`src/rtl/core/sab_pkg.sv`:
```
// Shared types and constants for the saturating additive blitter.
// No dependencies.
`default_nettype none
package sab_pkg;
  localparam int unsigned DestWords   = 65536;
  localparam int unsigned SourceWords = 16384;
  localparam int unsigned DestAw      = $clog2(DestWords);
  localparam int unsigned SrcAw       = $clog2(SourceWords);
  localparam int unsigned PixW        = 32;
  localparam int unsigned PitchW      = 11;
  localparam int unsigned SideW       = 8;
  localparam int unsigned CountW      = 16;
  localparam logic [SideW-1:0]  MaxSide      = 8'd255;
  localparam logic [PitchW-1:0] DestPitchRst = 11'd256;
  localparam int unsigned QDepth      = 2;

  typedef enum logic [1:0] {
    ACT_WR_SRC = 2'd0,
    ACT_WR_DST = 2'd1,
    ACT_BLIT   = 2'd2,
    ACT_RD_DST = 2'd3
  } action_e;

  typedef struct packed {
    action_e           action;
    logic [15:0]       address;
    logic [PixW-1:0]   data;
    logic [SrcAw-1:0]  src_origin;
    logic [DestAw-1:0] dst_start;
    logic [SideW-1:0]  width;
    logic [SideW-1:0]  rows;
    logic [PitchW-1:0] src_pitch;
    logic [CountW-1:0] count;
  } cmd_t;

  function automatic logic [PixW-1:0] add_sat(input logic [PixW-1:0] a,
                                              input logic [PixW-1:0] b);
    logic [PixW-1:0] r;
    logic [8:0] s;
    r = '0;
    for (int i = 0; i < 4; i++) begin
      s = {1'b0, a[i*8 +: 8]} + {1'b0, b[i*8 +: 8]};
      r[i*8 +: 8] = s[8] ? 8'hFF : s[7:0];
    end
    return r;
  endfunction
endpackage
`default_nettype wire

```
`src/rtl/core/sab_front.sv`:
```
// Front end: accepts actions, clamps blit sizes, computes pixel count, queues commands.
// Depends on sab_pkg.
`default_nettype none
module sab_front (
  input  wire logic                       clk_i,
  input  wire logic                       rst_ni,
  input  wire logic                       in_valid_i,
  output logic                            in_ready_o,
  input  wire logic [1:0]                 action_i,
  input  wire logic [15:0]                address_i,
  input  wire logic [31:0]                data_i,
  input  wire logic [13:0]                src_origin_i,
  input  wire logic [15:0]                dst_start_i,
  input  wire logic [7:0]                 rect_width_i,
  input  wire logic [7:0]                 rect_rows_i,
  input  wire logic [10:0]                src_pitch_i,
  output logic                            cmd_valid_o,
  input  wire logic                       cmd_ready_i,
  output sab_pkg::cmd_t                   cmd_o
);
  sab_pkg::cmd_t q_mem [sab_pkg::QDepth];
  logic [0:0] wr_q, wr_d, rd_q, rd_d;
  logic [1:0] cnt_q, cnt_d;
  sab_pkg::cmd_t c;
  logic [7:0] w, h;
  logic push, pop;

  always_comb begin
    w = (rect_width_i > sab_pkg::MaxSide) ? sab_pkg::MaxSide : rect_width_i;
    h = (rect_rows_i > sab_pkg::MaxSide) ? sab_pkg::MaxSide : rect_rows_i;
    c.action     = sab_pkg::action_e'(action_i);
    c.address    = address_i;
    c.data       = data_i;
    c.src_origin = src_origin_i;
    c.dst_start  = dst_start_i;
    c.width      = w;
    c.rows       = h;
    c.src_pitch  = src_pitch_i;
    c.count      = {8'b0, w} * {8'b0, h};
  end

  assign in_ready_o  = (cnt_q != 2'(sab_pkg::QDepth));
  assign cmd_valid_o = (cnt_q != 2'd0);
  assign cmd_o       = q_mem[rd_q];
  assign push = in_valid_i && in_ready_o;
  assign pop  = cmd_valid_o && cmd_ready_i;
  assign wr_d = push ? wr_q + 1'b1 : wr_q;
  assign rd_d = pop ? rd_q + 1'b1 : rd_q;
  assign cnt_d = cnt_q + {1'b0, push} - {1'b0, pop};

  always_ff @(posedge clk_i or negedge rst_ni) begin
    if (!rst_ni) begin
      wr_q <= '0;
      rd_q <= '0;
      cnt_q <= '0;
    end else begin
      wr_q <= wr_d;
      rd_q <= rd_d;
      cnt_q <= cnt_d;
    end
  end

  always_ff @(posedge clk_i) begin
    if (push) begin
      q_mem[wr_q] <= c;
    end
  end

`ifndef SYNTH
  a_cnt_max: assert property (@(posedge clk_i) disable iff (!rst_ni)
    cnt_q <= 2'(sab_pkg::QDepth)) else $error("queue overflow");
  a_no_pop_empty: assert property (@(posedge clk_i) disable iff (!rst_ni)
    cnt_q == 2'd0 |-> !pop) else $error("pop while empty");
  a_cnt_track: assert property (@(posedge clk_i) disable iff (!rst_ni)
    push && !pop |=> cnt_q == $past(cnt_q) + 2'd1) else $error("count slip");
`endif
endmodule
`default_nettype wire

```
`config.mk`:
```
export PLATFORM = sky130hd
export DESIGN_NAME = sab_front
export DESIGN_NICKNAME = d
export VERILOG_FILES = /design/src/rtl/core/sab_pkg.sv /design/src/rtl/core/sab_front.sv
export SDC_FILE = /design/constraint.sdc
export NUM_CORES = 1
export LEC_CHECK = 0
export ABC_AREA = 1
export BUFFER_PORTS_ARGS = -buffer_cell sky130_fd_sc_hd__buf_2
export CORE_ASPECT_RATIO = 1.5
export CORE_UTILIZATION = 50
export DETAILED_ROUTE_END_ITERATION = 8
export PLACE_DENSITY = 0.83
export SLEW_MARGIN = 25
export SYNTH_ARGS = -nofsm -noshare
export SYNTH_HDL_FRONTEND = slang
export SYNTH_SLANG_ARGS = --single-unit
```
`constraint.sdc`:
```
create_clock -name clk_i -period 6.4 [get_ports clk_i]
set_clock_uncertainty 0.05 [all_clocks]
set_input_delay 0.64 -clock clk_i [delete_from_list [all_inputs] [get_ports clk_i]]
set_output_delay 0.64 -clock clk_i [all_outputs]
set_load 0.01 [all_outputs]
```
==> impl_metrics.csv <==
group,metric,value,unit
timing,rsz0062_at_grt,"false",
logic_synthesis,syn_area,11600,µm²
clock_tree,cts.sinks,250,
timing,tightest_slew,0.888,ns
logic_synthesis,ys_seq_area_share,64.8,%
power_and_ir_drop,power.density,442,nW/µm²
power_and_ir_drop,swShare,36.7,%
placed_design,dp_hpwl,16700,µm
timing,slew-limit-headroom,40.8,%
layout,final_cell_mix,"nand2_1, edfxtp_1, buf_2, inv_1, ha_1",
setup_path,arrival,4.07,ns
power_and_ir_drop,pwr-share-comb,37.5,%
timing,final-max-slew-violation-count,0,
floorplan,ios,236,
global_routing,grt_usage,20.2,%
logic_synthesis,synth_nets,1225,
layout,finalInstanceArea,13600,µm²
detailed_routing,dr.pass1.iters,7,
clock_tree,cts-root-buf,"clkbuf_16",
global_routing,grt_max_degree,73,
detailed_routing,drcViolationCount,0,
logic_synthesis,ys_warn_count,0,
power_and_ir_drop,power.total,6.02,mW
timing,finalSetupViolations,0,
setup_path,cp-end-kind,"flop",
layout,synthToLayoutAreaGrowth,18.0,%
global_routing,antenna_found_initial,1,
clock_tree,cts_tree,"yes",
detailed_routing,wl_per_cell,15.5,µm
timing,fmax,258,MHz
detailed_routing,routed_wirelength,24100,µm
global_routing,grt.overflow.total,0,
clock_tree,cts-buffers-inserted,22,
layout,n_fill_cell,1750,
power_and_ir_drop,switchingPower,2.21,mW
placed_design,dp_cells,1514,
power_and_ir_drop,ir_worst_vdd,0.000206,V
layout,multi_input_area,3350,µm²
timing,fin_ws,2.52,ns
setup_path,worstPathRequired,6.59,ns
hold_path,min_path_type,"in -> reg",
floorplan,fp.dieH,188,µm
timing,min_period,3.88,ns
power_and_ir_drop,p_leak,6.56,nW
floorplan,dieArea,23700,µm²
clock_tree,worstSkewPairLatency,0.49,ns
clock_tree,cts-resized-gates,0,
placed_design,place_ws,1.99,ns
timing,tns,0,ns
floorplan,core_area,22500,µm²
floorplan,initial_core_util,51.4,%
global_routing,grt_pass1_wl,37400,µm
layout,nets,1448,
global_routing,grt_pass1_vias,7532,
placed_design,place_area,12900,µm²
layout,final_common_cell,"nand2_1",
timing,holdWs,0.280,ns
detailed_routing,post_drt_via_cell_ratio,4.88,
detailed_routing,first_iter_violations,477,
layout,regArea,7490,µm²
layout,drive_above_1_share,22.3,%
clock_tree,clkTransAtPathRegs,0.07,ns
power_and_ir_drop,seqPwrFrac,41.1,%
clock_tree,cts_setup_buffers,0,
timing,fin_crit_sh,60.7,%
timing,final-hold-violation-count,0,
detailed_routing,vias,7586,
logic_synthesis,ys_seq_elements,250,
floorplan,die_x,126,µm
clock_tree,cts_htree_levels,1,
placed_design,place_congestion,0.852,
setup_path,crit_fanout,10,
layout,utilization,60.7,%
detailed_routing,antenna_left,0,
placed_design,portBuffers,235,
layout,fin_cells,1556,
power_and_ir_drop,pwr-share-clk,21.4,%
setup_path,path_class,"in -> reg",
logic_synthesis,synth_cell_types,20,
logic_synthesis,avgSynthCellArea,11.1,µm²
floorplan,fp-row-count,67,
job,max_cap_viol_count,0,
status,status,"complete, no violations",
logic_synthesis,syn_inst,1040,
setup_path,cp-start-kind,"primary input",
power_and_ir_drop,p_int,3.81,mW
clock_tree,cts_max_path_buffers,3,
[cell families after synthesis]
family	Yosys count	share of synthesized area [%]
DFF	250	64.8
xor gates and xnor gates	10	0.758
AOI/OAI and AO/OA	5	0.217
and+or+nand+nor	526	17.5
adders and majority gates	74	10.4
buffers and inverters	175	6.35
[power by group through the flow]
stage	combinational [mW]	clock, mW	sequential, mW
after CTS	2.30	1.32	2.48
after floorplan	1.51	0	2.46
final	2.26	1.29	2.47
after detailed placement	2.29	0	2.51
after global placement	2.24	0	2.49
after global routing	2.53	1.38	2.51
[final timing paths]
| path | start | endpoint | slack (ns) | cells after the start |
|---|---|---|---|---|
| setup / recovery | rect_width_i[0] | q_mem[0][13] | 2.52 | 16 |
| hold / removal | dst_start_i[8] | q_mem[0][51] | 0.28 | 1 |
| setup reg to reg | rd_q | rd_q | 4.02 | 3 |
| hold reg to reg | cnt_q[0] | cnt_q[0] | 0.49 | 1 |
| max in group asynchronous | rst_ni | rd_q | 5.70 | 2 |
| min in group asynchronous | rst_ni | rd_q | 0.46 | 2 |
[synthesized netlist by cell type]
| cell type | n | area [µm²] |
|---|---|---|
| buf_2 | 16 | 80.1 |
| or2_2 | 1 | 6.26 |
| edfxtp_1 | 246 | 7390 |
| fa_1 | 36 | 721 |
| inv_2 | 2 | 7.51 |
| ha_1 | 38 | 475 |
| nand3_2 | 2 | 20.0 |
| buf_6 | 7 | 78.8 |
| xnor2_1 | 3 | 26.3 |
| nor2_1 | 10 | 37.5 |
| nand3_1 | 10 | 50.1 |
| buf_4 | 1 | 7.51 |
| nand2_1 | 495 | 1860 |
| nand4_1 | 5 | 31.3 |
| dfrtp_1 | 4 | 100 |
| nand2_2 | 3 | 18.8 |
| a21oi_1 | 5 | 25.0 |
| inv_1 | 130 | 488 |
| xor2_1 | 7 | 61.3 |
| clkbuf_1 | 19 | 71.3 |
[flip-flops by register name (all words and copies together), names as in the netlist]
| signal | count |
|---|---|
| cnt_q | 2 |
| rd_q | 1 |
| q_mem | 246 |
| wr_q | 1 |
[cell type report]
cell class,count,share of cell area [%]
Sequential cell,250,55.0
Antenna cell,1,0.0184
Clock inverter,14,0.936
Multi-Input combinational cell,615,24.6
Inverter,132,3.65
Tap cell,276,2.53
Timing Repair Buffer,242,9.03
Clock buffer,26,4.31
[critical path, stage by stage]
cell,delay [ns]
buf_2,0.21
nand2_1,0.11
fa_1,0.52
fa_1,0.55
fa_1,0.52
fa_1,0.54
inv_1,0.05
ha_1,0.36
nand2_2,0.10
inv_2,0.05
nand2_1,0.06
nand2_1,0.05
nand2_1,0.08
nand3_1,0.07
nand2_1,0.08
nand2_1,0.08
[metal layers]
metal / vias to the layer above / wire, µm / global-route usage, %
li1: 3743 / - / -
met1: 3535 / 8670 / 22.0
met5: - / 0 / 0
met2: 267 / 13400 / 38.9
met4: 0 / 599 / 7.32
met3: 41 / 1450 / 3.31
[what timing repair did]
item	in CTS	in global routing
hold buffers	1	0
setup endpoints to repair	0	0
endpoints found under the hold margin	4	0
(Power assumes the default switching activity.)
